File: src/sv/alpf_pkg.sv
// ----------------------------------------------------------------------------
// Adaptive low-pass filter package
// Shared types and constants for the adaptive first-order low-pass filter.
// ----------------------------------------------------------------------------
package alpf_pkg;

	localparam int COEF_W = 8;
	localparam int COUNT_W = 8;
	localparam int THR_W = 24;
	localparam int CFG_IDX_W = 2;

	// Coefficient is in 1/256 units, so the product is shifted by 8 after rounding.
	localparam int COEF_FRAC = 8;
	localparam int ROUND_HALF = 128;

	localparam logic [COUNT_W-1:0] BIG_INC = 8'd10;
	localparam logic [COUNT_W-1:0] SMALL_INC = 8'd1;

	localparam logic [COEF_W-1:0] MAX_COEF_RST = 8'd150;
	localparam logic [COEF_W-1:0] COEF_STEP_RST = 8'd15;
	localparam logic [COUNT_W-1:0] SETTLE_LIMIT_RST = 8'd30;
	localparam logic [THR_W-1:0] BIG_THR_RST = 24'd200;

	typedef enum logic [CFG_IDX_W-1:0] {
		REG_MAX_COEF = 2'd0,
		REG_COEF_STEP = 2'd1,
		REG_SETTLE_LIMIT = 2'd2,
		REG_BIG_THR = 2'd3
	} cfg_reg_t;

	typedef struct packed {
		logic [COEF_W-1:0] max_coef;
		logic [COEF_W-1:0] coef_step;
		logic [COUNT_W-1:0] settle_limit;
		logic [THR_W-1:0] big_thr;
	} cfg_t;

	typedef struct packed {
		logic sign_flip;
		logic coef_raise;
	} stat_t;

endpackage

File: src/sv/alpf_in_if.sv
// ----------------------------------------------------------------------------
// Sample channel
// Valid/ready channel that carries one signed sample per beat.
// ----------------------------------------------------------------------------
interface alpf_in_if #(
	parameter int W = 24
);
	logic valid;
	logic ready;
	logic signed [W-1:0] sample;

	modport source (output valid, output sample, input ready);
	modport sink (input valid, input sample, output ready);
endinterface

File: src/sv/alpf_out_if.sv
// ----------------------------------------------------------------------------
// Result channel
// Valid/ready channel that carries the filter output and coefficient per beat.
// ----------------------------------------------------------------------------
interface alpf_out_if #(
	parameter int W = 24
);
	logic valid;
	logic ready;
	logic signed [W-1:0] filtered;
	logic [7:0] coef_now;

	modport source (output valid, output filtered, output coef_now, input ready);
	modport sink (input valid, input filtered, input coef_now, output ready);
endinterface

File: src/sv/alpf_cfg_regs.sv
// ----------------------------------------------------------------------------
// Configuration registers
// Write-only register file holding the filter tuning values.
// ----------------------------------------------------------------------------
module alpf_cfg_regs import alpf_pkg::*; (
	input  logic                 clk,
	input  logic                 arst_n,
	input  logic                 cfg_we,
	input  logic [CFG_IDX_W-1:0] cfg_index,
	input  logic [THR_W-1:0]     cfg_wdata,
	output cfg_t                 cfg
);

	cfg_t cfg_q;
	cfg_reg_t idx;

	assign idx = cfg_reg_t'(cfg_index);
	assign cfg = cfg_q;

	always_ff @(posedge clk or negedge arst_n) begin
		if (!arst_n) begin
			cfg_q.max_coef <= MAX_COEF_RST;
			cfg_q.coef_step <= COEF_STEP_RST;
			cfg_q.settle_limit <= SETTLE_LIMIT_RST;
			cfg_q.big_thr <= BIG_THR_RST;
		end else if (cfg_we) begin
			unique case (idx)
				REG_MAX_COEF: cfg_q.max_coef <= cfg_wdata[COEF_W-1:0];
				REG_COEF_STEP: cfg_q.coef_step <= cfg_wdata[COEF_W-1:0];
				REG_SETTLE_LIMIT: cfg_q.settle_limit <= cfg_wdata[COUNT_W-1:0];
				REG_BIG_THR: cfg_q.big_thr <= cfg_wdata;
				default: cfg_q <= cfg_q;
			endcase
		end
	end

endmodule

File: src/sv/alpf_adapt.sv
// ----------------------------------------------------------------------------
// Coefficient adaptation
// Next settle count and smoothing coefficient from the sign history of delta.
// ----------------------------------------------------------------------------
module alpf_adapt import alpf_pkg::*; (
	input  cfg_t               cfg,
	input  logic               same_sign,
	input  logic               mag_big,
	input  logic [COUNT_W-1:0] count,
	input  logic [COEF_W-1:0]  coef,
	output logic [COUNT_W-1:0] count_next,
	output logic [COEF_W-1:0]  coef_next,
	output logic               coef_raise
);

	logic [COUNT_W:0] count_sum;
	logic [COEF_W:0]  coef_sum;

	assign count_sum = {1'b0, count} + {1'b0, (mag_big ? BIG_INC : SMALL_INC)};
	assign coef_sum = {1'b0, coef} + {1'b0, cfg.coef_step};

	always_comb begin
		count_next = count;
		coef_next = coef;
		coef_raise = 1'b0;
		priority if (!same_sign) begin
			count_next = '0;
			coef_next = '0;
		end else if (count < cfg.settle_limit) begin
			// The count saturates at its top value.
			count_next = count_sum[COUNT_W] ? {COUNT_W{1'b1}} : count_sum[COUNT_W-1:0];
		end else begin
			count_next = '0;
			coef_raise = 1'b1;
			coef_next = (coef_sum < {1'b0, cfg.max_coef}) ? coef_sum[COEF_W-1:0]
				: cfg.max_coef;
		end
	end

endmodule

File: src/sv/alpf_core.sv
// ----------------------------------------------------------------------------
// Filter core
// Filter state and the per-sample update: delta, adaptation, scaled step.
// ----------------------------------------------------------------------------
module alpf_core import alpf_pkg::*; #(
	parameter int W = 24
) (
	input  logic                clk,
	input  logic                arst_n,
	input  logic                advance,
	input  logic signed [W-1:0] sample,
	input  cfg_t                cfg,
	output logic signed [W-1:0] filtered,
	output logic [COEF_W-1:0]   coef_now,
	output logic signed [W-1:0] filter_state,
	output stat_t               stat
);

	localparam int MAG_W = W + 1;
	localparam int PROD_W = MAG_W + COEF_W;
	localparam int CMP_W = (MAG_W > THR_W) ? MAG_W : THR_W;

	logic signed [W-1:0]  filter_q;
	logic                 last_neg_q;
	logic [COEF_W-1:0]    coef_q;
	logic [COUNT_W-1:0]   count_q;

	logic signed [W:0]    delta;
	logic                 neg;
	logic [MAG_W-1:0]     mag;
	logic                 mag_big;
	logic [COUNT_W-1:0]   count_next;
	logic [COEF_W-1:0]    coef_next;
	logic                 coef_raise;
	logic [PROD_W-1:0]    prod;
	logic [PROD_W-1:0]    prod_rnd;
	logic [MAG_W-1:0]     step;
	logic signed [W+1:0]  filt_ext;
	logic signed [W+1:0]  filt_next;

	assign delta = {sample[W-1], sample} - {filter_q[W-1], filter_q};
	assign neg = delta[W];
	assign mag = neg ? MAG_W'(-delta) : MAG_W'(delta);
	assign mag_big = CMP_W'(mag) > CMP_W'(cfg.big_thr);

	alpf_adapt u_adapt (
		.cfg        (cfg),
		.same_sign  (neg == last_neg_q),
		.mag_big    (mag_big),
		.count      (count_q),
		.coef       (coef_q),
		.count_next (count_next),
		.coef_next  (coef_next),
		.coef_raise (coef_raise)
	);

	// Round half up on the magnitude, then drop the coefficient fraction.
	assign prod = PROD_W'(mag) * PROD_W'(coef_next);
	assign prod_rnd = prod + PROD_W'(ROUND_HALF);
	assign step = prod_rnd[PROD_W-1:COEF_FRAC];

	assign filt_ext = {{2{filter_q[W-1]}}, filter_q};
	assign filt_next = neg ? filt_ext - $signed({1'b0, step})
		: filt_ext + $signed({1'b0, step});

	assign filtered = filt_next[W-1:0];
	assign coef_now = coef_next;
	assign filter_state = filter_q;
	assign stat.sign_flip = (neg != last_neg_q);
	assign stat.coef_raise = coef_raise;

	always_ff @(posedge clk or negedge arst_n) begin
		if (!arst_n) begin
			filter_q <= '0;
			last_neg_q <= 1'b0;
			coef_q <= '0;
			count_q <= '0;
		end else if (advance) begin
			filter_q <= filtered;
			last_neg_q <= neg;
			coef_q <= coef_next;
			count_q <= count_next;
		end
	end

endmodule

File: src/sv/adaptive_lowpass_filter_unit.sv
// ----------------------------------------------------------------------------
// Adaptive low-pass filter unit
// First-order IIR low-pass whose smoothing coefficient grows while the
// input keeps settling in one direction and drops to zero on a reversal.
// ----------------------------------------------------------------------------
// The unit takes one signed sample per beat and returns one result beat per
// sample, in order: the new filter output and the coefficient that produced
// it. It sustains one sample per clock cycle when the result side is not
// stalled; a sample passes through the input register and then the result
// register before its result beat appears. The one-sample-per-cycle rate
// is set by the filter feedback loop: the subtract against the previous
// output, the 25-by-8 bit multiply and the final add are all combinational,
// so that the next sample sees the updated state. Configuration writes
// take effect at once and must only be made while no sample is in flight.
module adaptive_lowpass_filter_unit import alpf_pkg::*; #(
	parameter int SAMPLE_WIDTH = 24
) (
	input  logic                 clk,
	input  logic                 arst_n,
	alpf_in_if.sink              sample_ch,
	alpf_out_if.source           result_ch,
	input  logic                 cfg_we,
	input  logic [CFG_IDX_W-1:0] cfg_index,
	input  logic [THR_W-1:0]     cfg_wdata
);

	localparam int W = SAMPLE_WIDTH;

	cfg_t cfg;

	// Input register stage.
	logic                valid_s1;
	logic signed [W-1:0] sample_s1;

	// Result register.
	logic                res_valid_q;
	logic signed [W-1:0] filtered_q;
	logic [COEF_W-1:0]   coef_q;

	logic                advance;
	logic                take_in;
	logic signed [W-1:0] filtered_next;
	logic [COEF_W-1:0]   coef_next;
	logic signed [W-1:0] filter_state;
	stat_t               stat;

	alpf_cfg_regs u_cfg (
		.clk       (clk),
		.arst_n    (arst_n),
		.cfg_we    (cfg_we),
		.cfg_index (cfg_index),
		.cfg_wdata (cfg_wdata),
		.cfg       (cfg)
	);

	// The staged sample moves on whenever the result register is empty or
	// its beat is being taken this cycle. The input register then refills in
	// the same cycle, so a result beat taken this cycle does not stop a new
	// sample from entering the input stage. Only a stalled result with the
	// input stage full holds the sample side off.
	assign advance = valid_s1 && (!res_valid_q || result_ch.ready);
	assign sample_ch.ready = !valid_s1 || advance;
	assign take_in = sample_ch.valid && sample_ch.ready;

	always_ff @(posedge clk or negedge arst_n) begin
		if (!arst_n) begin
			valid_s1 <= 1'b0;
		end else if (sample_ch.ready) begin
			valid_s1 <= sample_ch.valid;
		end
	end

	always_ff @(posedge clk) begin
		if (take_in) begin
			sample_s1 <= sample_ch.sample;
		end
	end

	// All per-sample work happens here, between the two registers.
	alpf_core #(
		.W (W)
	) u_core (
		.clk          (clk),
		.arst_n       (arst_n),
		.advance      (advance),
		.sample       (sample_s1),
		.cfg          (cfg),
		.filtered     (filtered_next),
		.coef_now     (coef_next),
		.filter_state (filter_state),
		.stat         (stat)
	);

	always_ff @(posedge clk or negedge arst_n) begin
		if (!arst_n) begin
			res_valid_q <= 1'b0;
		end else if (advance) begin
			res_valid_q <= 1'b1;
		end else if (result_ch.ready) begin
			res_valid_q <= 1'b0;
		end
	end

	always_ff @(posedge clk) begin
		if (advance) begin
			filtered_q <= filtered_next;
			coef_q <= coef_next;
		end
	end

	assign result_ch.valid = res_valid_q;
	assign result_ch.filtered = filtered_q;
	assign result_ch.coef_now = coef_q;

	// A staged sample that cannot move on must stay put.
	a_stage_holds: assert property (@(posedge clk) disable iff (!arst_n)
		(valid_s1 && !advance) |=> (valid_s1 && $stable(sample_s1)))
		else $error("staged sample lost or changed while stalled");

	// A reversal of the delta sign clears the coefficient to zero.
	a_flip_clears: assert property (@(posedge clk) disable iff (!arst_n)
		(advance && stat.sign_flip) |=> (coef_q == '0))
		else $error("coefficient not cleared after a sign reversal");

	// The new output always lies between the old output and the sample.
	a_output_bounded: assert property (@(posedge clk) disable iff (!arst_n)
		advance |=>
		((filtered_q >= $past(filter_state) && filtered_q <= $past(sample_s1)) ||
		 (filtered_q <= $past(filter_state) && filtered_q >= $past(sample_s1))))
		else $error("filter output left the span of old output and sample");

	// A coefficient raise never goes past the configured ceiling.
	a_raise_capped: assert property (@(posedge clk) disable iff (!arst_n)
		(advance && stat.coef_raise) |=> (coef_q <= $past(cfg.max_coef)))
		else $error("coefficient raised above its ceiling");

endmodule

File: src/flat_wrapper.sv
// flat-port wrapper written by rule: the top's interface ports become plain ports
module adaptive_lowpass_filter_unit_flat import alpf_pkg::*;
#(
	parameter int SAMPLE_WIDTH = 24
)
  (clk, arst_n, cfg_we, cfg_index, cfg_wdata, sample_ch_valid, sample_ch_sample, sample_ch_ready, result_ch_valid, result_ch_filtered, result_ch_coef_now, result_ch_ready);
  alpf_in_if #(.W((24))) sample_ch_i ();
  alpf_out_if #(.W((24))) result_ch_i ();
  input  logic clk;
  input  logic arst_n;
  input  logic cfg_we;
  input  logic [CFG_IDX_W-1:0] cfg_index;
  input  logic [THR_W-1:0] cfg_wdata;
  input wire logic [$bits(sample_ch_i.valid)-1:0] sample_ch_valid;
  input wire logic [$bits(sample_ch_i.sample)-1:0] sample_ch_sample;
  output wire logic [$bits(sample_ch_i.ready)-1:0] sample_ch_ready;
  output wire logic [$bits(result_ch_i.valid)-1:0] result_ch_valid;
  output wire logic [$bits(result_ch_i.filtered)-1:0] result_ch_filtered;
  output wire logic [$bits(result_ch_i.coef_now)-1:0] result_ch_coef_now;
  input wire logic [$bits(result_ch_i.ready)-1:0] result_ch_ready;
  assign sample_ch_i.valid = sample_ch_valid;
  assign sample_ch_i.sample = sample_ch_sample;
  assign sample_ch_ready = sample_ch_i.ready;
  assign result_ch_valid = result_ch_i.valid;
  assign result_ch_filtered = result_ch_i.filtered;
  assign result_ch_coef_now = result_ch_i.coef_now;
  assign result_ch_i.ready = result_ch_ready;
  adaptive_lowpass_filter_unit #(.SAMPLE_WIDTH(SAMPLE_WIDTH)) u_core (.clk(clk), .arst_n(arst_n), .sample_ch(sample_ch_i), .result_ch(result_ch_i), .cfg_we(cfg_we), .cfg_index(cfg_index), .cfg_wdata(cfg_wdata));
endmodule
File: config.mk
export PLATFORM = sky130hd
export DESIGN_NAME = adaptive_lowpass_filter_unit_flat
export DESIGN_NICKNAME = d
export VERILOG_FILES = /design/src/sv/alpf_pkg.sv /design/src/sv/alpf_in_if.sv /design/src/sv/alpf_out_if.sv /design/src/sv/alpf_cfg_regs.sv /design/src/sv/alpf_adapt.sv /design/src/sv/alpf_core.sv /design/src/sv/adaptive_lowpass_filter_unit.sv /design/src/flat_wrapper.sv
export SDC_FILE = /design/constraint.sdc
export NUM_CORES = 1
export LEC_CHECK = 0
export BUFFER_PORTS_ARGS = -buffer_cell sky130_fd_sc_hd__buf_2
export CORE_ASPECT_RATIO = 1.2
export CORE_MARGIN = 3
export CORE_UTILIZATION = 56
export DETAILED_ROUTE_END_ITERATION = 8
export PLACE_DENSITY = 0.74
export SETUP_SLACK_MARGIN = 0.4
export SLEW_MARGIN = 20
export SYNTH_ARGS = -nofsm -noshare
export SYNTH_HDL_FRONTEND = slang
export SYNTH_SLANG_ARGS = --single-unit
File: constraint.sdc
create_clock -name clk -period 15.6 [get_ports clk]
set_input_delay 4.68 -clock clk [delete_from_list [all_inputs] [get_ports clk]]
set_output_delay 4.68 -clock clk [all_outputs]
set_load 0.02 [all_outputs]
==> results of run 1 <==
==> area by class of cell <==
class                           count  area share (%)
Multi-Input combinational cell   1397           62.92
Sequential cell                   147           21.76
Inverter                          308           6.324
Timing Repair Buffer              104           3.080
Tap cell                          385           2.635
Clock buffer                       20           2.560
Clock inverter                     12          0.7255
==> state kept, by name, indices dropped and copies added, names as in the netlist <==
register / count
u_core.valid_s1: 1
u_core.u_core.last_neg_q: 1
u_core.sample_s1: 24
u_core.result_ch.filtered: 24
u_core.result_ch.coef_now: 8
u_core.result_ch.valid: 1
u_core.u_core.coef_q: 8
u_core.u_core.count_q: 8
u_core.u_core.filter_state: 24
u_core.u_cfg.cfg: 48
==> final timing paths <==
path / startpoint / end / slack [ns] / depth (start not counted)
worst max-delay path: u_core.u_cfg.cfg[33] / u_core.u_core.filter_state[23] / 2.52 / 45
worst min-delay path: u_core.valid_s1 / u_core.result_ch.valid / 0.50 / 1
worst max register to register: u_core.u_cfg.cfg[33] / u_core.u_core.filter_state[23] / 2.52 / 45
worst min register to register: u_core.valid_s1 / u_core.result_ch.valid / 0.50 / 1
max in group asynchronous: arst_n / u_core.u_core.filter_state[3] / 10.26 / 2
min in group asynchronous: arst_n / u_core.u_cfg.cfg[31] / 4.21 / 1
==> critical path, delay by kind of cell (launching register included) <==
family / cells / cell delay [ns]
buffers and inverters: 3 / 0.84
XOR/XNOR: 4 / 0.83
flip-flops: 1 / 0.55
adder cells (fa/ha/maj): 8 / 3.12
multiplexers: 1 / 0.27
AND/OR/NAND/NOR: 10 / 1.73
AO/OA/AOI/OAI: 19 / 5.58
==> routing by layer <==
metal  up-vias  part of all wire [%]  GRT usage [%]
met3        76                   4.2          3.675
met5         -                     0              0
met1      6631                    43          33.86
li1       6541                     -              -
met4         0                   3.2          9.509
met2       338                    49          45.27
==> synthesized netlist by cell type, types with 21 or more instances <==
master,instances
nor2_1,239
nand2b_1,33
o21a_1,23
nor2b_1,22
inv_1,301
a21oi_1,88
clkbuf_1,47
edfxtp_1,56
fa_1,140
o21ai_0,72
ha_1,167
nand3_1,21
nand2_1,132
xnor2_1,63
nor3_1,23
xor2_1,38
dfrtp_1,76
mux2_2,44
a21o_1,34
==> stage by stage <==
step / hold slack, ns / setup slack (ns)
3_3_place_gp: 0.4695 / 2.857
3_5_place_dp: 0.4815 / 2.700
5_1_grt: 0.5273 / 1.618
4_1_cts: 0.5026 / 2.627
6_report: 0.4993 / 2.523
2_1_floorplan: 0.4572 / 4.648
==> cells by family (layout without fill, tap and decap cells) <==
logic type | Yosys count | in the layout
fa+ha+maj | 307 | 307
compound gates | 369 | 369
simple gates | 568 | 568
mux | 51 | 51
xor+xnor | 102 | 102
flops | 147 | 147
buf+inv | 366 | 444
==> flow_summary.toml, run 1 <==
[route]
ant_nets = 0
wire_per_inst_um = 17.10
vias_per_cell = 5.725
drt_first_pass_iters = 5
remaining_drc_errors = 0
routed-via-count = 13586
drt_iter0_markers = 738
wl_um = 40570

[floorplanning]
chipWidth_um = 164.4
boundaryPins = 89
die_area_mm2 = 0.03224
floorplan.core_area_mm2 = 0.02918
die-height_um = 196.1
start_util_pct = 57.79
placementRows = 68

[sta]
worst_slew_pin_slew_ns = 1.050
period_needed_ns = 13.08
fin_tns_setup_ns = 0
hold_viol = 0
final_min_period_over_clock_period_pct = 83.83
clock_skew_ns = 0.01566
rsz0062_at_grt = "false"
fmax_mhz = 76.47
max_slew_violation_count = 0
number_of_setup_violations_in_the_final_report = 0
worst_slew_margin_rel_pct = 29.48

[placed_design]
placement.io_buffers = 88
dpl_hpwl_um = 31820
numPlacedInstances = 2341
detailed_place.area_mm2 = 0.01768
place_congestion = 0.9348

[finish]
seq_area_mm2 = 0.003978
utilization_pct = 62.64
layout.cells.most_common_list = "inv_1, nor2_1, ha_1"
num-fill-cells = 2512
postLayoutCellArea_mm2 = 0.01828
count_of_non_filler_cells_in_the_finished_layout = 2373
area_of_the_multi_input_gates_mm2 = 0.01150
final_net_count = 2337
drive_gt1_share_pct = 11.32
n_antenna_cell = 0
syn2layout_area_growth_pct = 8.406
layout_commonest_cell = "inv_1"

[hold_path]
hp-class = "reg2reg"

[grt]
number_of_antenna_violations_at_the_first_check_in_global_routing = 0
first_global_vias = 14038
overflow = 0
grt_first_pass_wirelength_um = 68170
grt_usage_pct = 26.34
maximum_number_of_pins_on_one_net_before_global_route_repair = 67

[clock_network]
number_of_buffers_inserted_to_repair_setup_after_cts = 0
clk-insertion-delay-late_ns = 0.45
cts_resized = 0
cts_root_buffer = "clkbuf_16"
clock_tree.htree_level_count = 4
clkTransAtPathRegs_ns = 0.08
numClockSinks = 147
cts_hold_buffers = 0
tritoncts = "yes"
cts_buffer_depth = 2
number_of_clock_buffers_inserted_by_tritoncts = 17

[synth]
number_of_instances_in_the_synthesized_netlist = 1910
yosys.area_share.adder_pct = 29.01
synth.yosys.warnings = 0
mean_area_per_synthesized_cell_um2 = 8.829
part_of_the_yosys_area_used_for_sequential_elements_pct = 23.59
post_synth_xor_area_fraction_pct = 5.379
synth.top_cells.by_area = "fa_1, ha_1, dfrtp_1, edfxtp_1, inv_1"
yosys.area_share.simple_pct = 15.61
netlist.top_cell.by_area = "fa_1"
synth.cell_area_mm2 = 0.01686
synth_edf_count = 56
synth_seq_cells = 147
synth_cell_type_count = 86
synth_largest_type_area_fraction_pct = 16.62
largest_family_of_logic_cells_by_synthesized_area = "adder cells"
synth-compound-area-share_pct = 14.81
dominantRegCellSynth = "dfrtp_1"
portion_of_netlist_area_occupied_by_mux_cells_pct = 3.361
postSynth.asyncResetShare_pct = 61.90
mappedNetlistNets = 2272

[setup_path]
crit_slowest_cell = "o41ai_1"
timing.critical_path.fanout_max = 20
timing.critical_path.slowest_cell_delay_ns = 0.86
timing.critical_path.arrival_ns = 13.41
crit_required_ns = 15.93
worstSetupPathType = "reg2reg"
timing.critical_path.from_type = "flop"
worst_setup_path_end_kind = "flop"

[flow_run]
number_of_maximum_capacitance_constraint_violations = 0

[outcome]
outcome = "completed"
Power of run 1 is left out: the tool's default activity adds up to more than one toggle a clock period on the data nets, which glitch-free logic cannot reach.
==> run 2, diff against run 1 <==
- ABC_AREA: unset -> 1
- PLACE_DENSITY: 0.74 -> 0.77
- clock period: 15.6 -> 11.7 ns (I/O delays scaled with it)
==> flow_summary.toml, run 2 <==
[outcome]
outcome = "completed"

[setup_path]
worst-path-stages = 48
timing.critical_path.max_delay_family = "adder cells"
critPathCapture = "u_core.result_ch.filtered[23]"
worst-r2r-setup-slack_ns = 1.26
worst_setup_path_end_kind = "flop"
critical_path_start = "u_core.sample_s1[0]"
timing.critical_path.slowest_cell_delay_ns = 0.58
crit_slowest_cell = "fa_1"
crit_top_cell = "inv_1"
r2r_start = "u_core.sample_s1[0]"
crit_required_ns = 11.90
timing.critical_path.fanout_max = 30
ff2ff_path_depth = 48
timing.critical_path.from_type = "flop"
timing.critical_path.arrival_ns = 10.64
timing.critical_path.buf_inv = 9
worstSetupPathType = "reg2reg"
worstReg2RegEnd = "u_core.result_ch.filtered[23]"

[route]
ant_nets = 0
drt_iter0_markers = 1213
remaining_drc_errors = 0
wl_um = 51100
routed-via-count = 16004
vias_per_cell = 5.432
drt_first_pass_iters = 6
wire_per_inst_um = 17.35

[floorplanning]
die-height_um = 201.1
placementRows = 70
start_util_pct = 57.59
floorplan.core_area_mm2 = 0.03083
die_area_mm2 = 0.03389
boundaryPins = 89
chipWidth_um = 168.6

[synth]
synth.top_cells.by_area = "fa_1, nand2_1, ha_1, inv_1, dfrtp_1"
synth.yosys.warnings = 0
dominantRegCellSynth = "dfrtp_1"
mean_area_per_synthesized_cell_um2 = 7.244
synth_largest_type_area_fraction_pct = 15.78
postSynth.asyncResetShare_pct = 61.90
synth.cell_area_mm2 = 0.01776
part_of_the_yosys_area_used_for_sequential_elements_pct = 22.40
mappedNetlistNets = 2813
synth_seq_cells = 147
number_of_instances_in_the_synthesized_netlist = 2451
synth_edf_count = 56
synth_most_common_cell = "nand2_1"
synth_cell_type_count = 53
netlist.top_cell.by_area = "fa_1"
synth_top_cells_by_count = "nand2_1, inv_1, nor2_1"

[clock_network]
number_of_clock_buffers_inserted_by_tritoncts = 17
numClockSinks = 147
clk-insertion-delay-late_ns = 0.45
clkTransAtPathRegs_ns = 0.09
cts_hold_buffers = 0
cts_root_buffer = "clkbuf_16"
tritoncts = "yes"
clock_tree.htree_level_count = 4
cts_buffer_depth = 2

[sta]
period_needed_ns = 10.44
final_min_period_over_clock_period_pct = 89.23
max_slew_violation_count = 0
clock_skew_ns = 0.01723
rsz0062_at_grt = "false"
worst_slew_margin_rel_pct = 29.16
fin_tns_setup_ns = 0
worst_slew_pin_slew_ns = 1.059
hold_viol = 0
number_of_setup_violations_in_the_final_report = 0
fmax_mhz = 95.78

[finish]
drive_gt1_share_pct = 9.059
final_net_count = 2899
syn2layout_area_growth_pct = 8.957
layout.cells.most_common_list = "nand2_1, inv_1, nor2_1"
largest_reg_flops = 48
n_antenna_cell = 0
postLayoutCellArea_mm2 = 0.01935
utilization_pct = 62.75
layout_commonest_cell = "nand2_1"

[grt]
overflow = 0
number_of_antenna_violations_at_the_first_check_in_global_routing = 0
grt_usage_pct = 30.71
first_global_vias = 16246
grt_first_pass_wirelength_um = 82510
maximum_number_of_pins_on_one_net_before_global_route_repair = 70

[placed_design]
place_congestion = 0.9967
dpl_hpwl_um = 41940
detailed_place.area_mm2 = 0.01864
placement.io_buffers = 88

[hold_path]
hold-path-cell-count = 2
hp-class = "reg2reg"

[flow_run]
number_of_maximum_capacitance_constraint_violations = 0
-- run 2: layout make-up --
| class | count | area [um^2] |
|---|---|---|
| multi-input cells | 1734 | 11700 |
| fillers | 2821 | 11480 |
| flip-flops and latches | 147 | 3978 |
| inverters | 534 | 2012 |
| repair buffers | 103 | 555.5 |
| well taps | 396 | 495.5 |
| clock buffers | 17 | 425.4 |
| clock inverters | 15 | 180.2 |
-- run 2: logic make-up after synthesis --
family | Yosys count | share of synthesized area, %
buffers and inverters | 570 | 12.15
AOI/OAI and AO/OA | 263 | 8.118
DFF | 147 | 22.40
adders and majority gates | 307 | 27.55
xor gates and xnor gates | 83 | 4.411
and+or+nand+nor | 1081 | 25.37
-- run 2: worst min path at each step --
| stage | start | to |
|---|---|---|
| final | u_core.u_cfg.cfg[27] | u_core.u_cfg.cfg[27] |
| after global routing | u_core.u_cfg.cfg[6] | u_core.u_cfg.cfg[6] |
| after CTS | u_core.u_cfg.cfg[3] | u_core.u_cfg.cfg[3] |
| after detailed placement | u_core.u_cfg.cfg[30] | u_core.u_cfg.cfg[30] |
| after global placement | u_core.u_cfg.cfg[1] | u_core.u_cfg.cfg[1] |
| after floorplan | u_core.u_cfg.cfg[1] | u_core.u_cfg.cfg[1] |
-- run 2: layer usage --
| metal | GRT usage [%] | routed length (um) |
|---|---|---|
| met5 | 0 | 0 |
| met4 | 13.71 | 2590 |
| met3 | 3.880 | 2600 |
| met2 | 56.19 | 26280 |
| met1 | 35.65 | 19640 |
-- run 2: per-stage QoR --
step / hold WS, ns / std cells / setup slack, ns
floorplan: 0.4530 / 2451 / 2.463
global placement: 0.4677 / 2912 / 0.8861
detailed placement: 0.4799 / 2912 / 0.7267
CTS: 0.4982 / 2944 / 0.6835
global route: 0.5189 / 2946 / 0.4756
finish: 0.4952 / 2946 / 1.260
-- run 2: tightest hold or removal path: cells and delay by family, from the launching register on --
family,cells,cell delay [ns]
simple gates,1,0.05
flops,1,0.38
compound gates,1,0.07
-- run 2: repair_timing --
item,4_1_cts,5_1_grt
setup buffers,0,2
resized for setup,0,18
setup endpoints to repair,0,25
Power of run 2 is left out for the same reason.
==> run 3, diff against run 2 <==
- PLACE_DENSITY: 0.77 -> 0.74
- clock period: 11.7 -> 12.19 ns (I/O delays scaled with it)
==> flow_summary.toml, run 3 (synthesis gave the netlist of run 2 again) <==
[floorplanning]
boundaryPins = 89
floorplan.core_area_mm2 = 0.03083
start_util_pct = 57.59
die_area_mm2 = 0.03389
chipWidth_um = 168.6
die-height_um = 201.1
placementRows = 70

[route]
wl_um = 51690
vias_per_cell = 5.388
routed-via-count = 15857
remaining_drc_errors = 0
ant_nets = 0
drt_first_pass_iters = 6
drt_iter0_markers = 1128
wire_per_inst_um = 17.57

[clock_network]
cts_buffer_depth = 2
clkTransAtPathRegs_ns = 0.07
number_of_clock_buffers_inserted_by_tritoncts = 17
clk-insertion-delay-late_ns = 0.44
numClockSinks = 147
cts_hold_buffers = 0
cts_root_buffer = "clkbuf_16"
clock_tree.htree_level_count = 4
tritoncts = "yes"

[finish]
syn2layout_area_growth_pct = 8.435
drive_gt1_share_pct = 8.598
utilization_pct = 62.45
count_of_non_filler_cells_in_the_finished_layout = 2943
n_antenna_cell = 0
final_net_count = 2896
layout_commonest_cell = "nand2_1"
layout.cells.most_common_list = "nand2_1, inv_1, nor2_1"
largest_reg_flops = 48

[placed_design]
placement.io_buffers = 88
dpl_hpwl_um = 42320
place_congestion = 1.003
dp_slack_ns = 1.429
numPlacedInstances = 2911

[sta]
max_slew_violation_count = 0
hold_viol = 0
worst_slew_pin_slew_ns = 1.034
period_needed_ns = 10.92
number_of_setup_violations_in_the_final_report = 0
rsz0062_at_grt = "false"
final_min_period_over_clock_period_pct = 89.59
worst_slew_margin_rel_pct = 30.55
fmax_mhz = 91.57
fin_tns_setup_ns = 0
clock_skew_ns = 0.01057
worst_slack_ns = 1.269

[setup_path]
timing.critical_path.buf_inv = 8
crit_slowest_cell = "nand3_1"
timing.critical_path.arrival_ns = 11.21
timing.critical_path.slowest_cell_delay_ns = 0.57
crit_top_cell = "nand2_1"
timing.critical_path.from_type = "flop"
worstSetupPathType = "reg2reg"
timing.critical_path.fanout_max = 15
worst_setup_path_end_kind = "flop"
timing.critical_path.max_delay_family = "adder cells"
crit_required_ns = 12.48
worst-r2r-setup-slack_ns = 1.27

[grt]
overflow = 0
first_global_vias = 16228
grt_usage_pct = 30.99
number_of_antenna_violations_at_the_first_check_in_global_routing = 0
maximum_number_of_pins_on_one_net_before_global_route_repair = 84
grt_first_pass_wirelength_um = 82960

[hold_path]
hp-class = "reg2reg"

[flow_run]
number_of_maximum_capacitance_constraint_violations = 0

[outcome]
outcome = "completed"
## run 3: changes by cell type in the layout (fill, tap and decap cells not counted), moves of 2 or more
cell / previous run / this run
buf_4: 16 / 13
xnor2_1: 19 / 22
o21ai_1: 5 / 3
o21ai_0: 104 / 106
xnor2_2: 6 / 3
nand3_1: 90 / 94
nand3_2: 8 / 6
inv_2: 11 / 13
nand3_4: 2 / 0
## run 3: area by class of cell
class,count,area [um^2]
inverters,534,2007
multi-input cells,1734,11630
clock buffers,17,425.4
clock inverters,15,181.4
fillers,2879,11580
flip-flops and latches,147,3978
repair buffers,100,533.0
well taps,396,495.5
## run 3: timing repair
item | in CTS | in global routing
endpoints found under the setup margin | 0 | 2
buffers inserted | 0 | 0
gates resized for setup | 0 | 1
## run 3: through the flow
stage | cell area [um^2] | hold WS [ns]
final | 19250 | 0.4916
after global routing | 19250 | 0.5046
after CTS | 19240 | 0.4963
after detailed placement | 18630 | 0.4778
after global placement | 18630 | 0.4697
after floorplan | 17760 | 0.4530
## run 3: path summary, 6_finish.rpt
kind / endpoint / start / cells after the start
min reg2reg: u_core.u_cfg.cfg[45] / u_core.u_cfg.cfg[45] / 2
max: u_core.u_core.filter_state[21] / u_core.u_cfg.cfg[32] / 56
min: u_core.u_cfg.cfg[45] / u_core.u_cfg.cfg[45] / 2
max in group asynchronous: u_core.u_core.filter_state[11] / arst_n / 2
max reg2reg: u_core.u_core.filter_state[21] / u_core.u_cfg.cfg[32] / 56
min in group asynchronous: u_core.u_cfg.cfg[36] / arst_n / 1
## run 3: metal layers
metal	routed length, um	up-vias	global-route usage, %
met5	0	-	0
li1	-	7735	-
met3	2723	146	4.215
met4	2590	0	13.91
met1	19700	7454	35.88
met2	26680	522	56.55
## run 3: tightest hold or removal path: cells and delay by family (launching register included)
kind / cells / cell delay (ns)
AO/OA/AOI/OAI: 1 / 0.05
flip-flops: 1 / 0.35
AND/OR/NAND/NOR: 1 / 0.05
Power of run 3 is left out for the same reason.
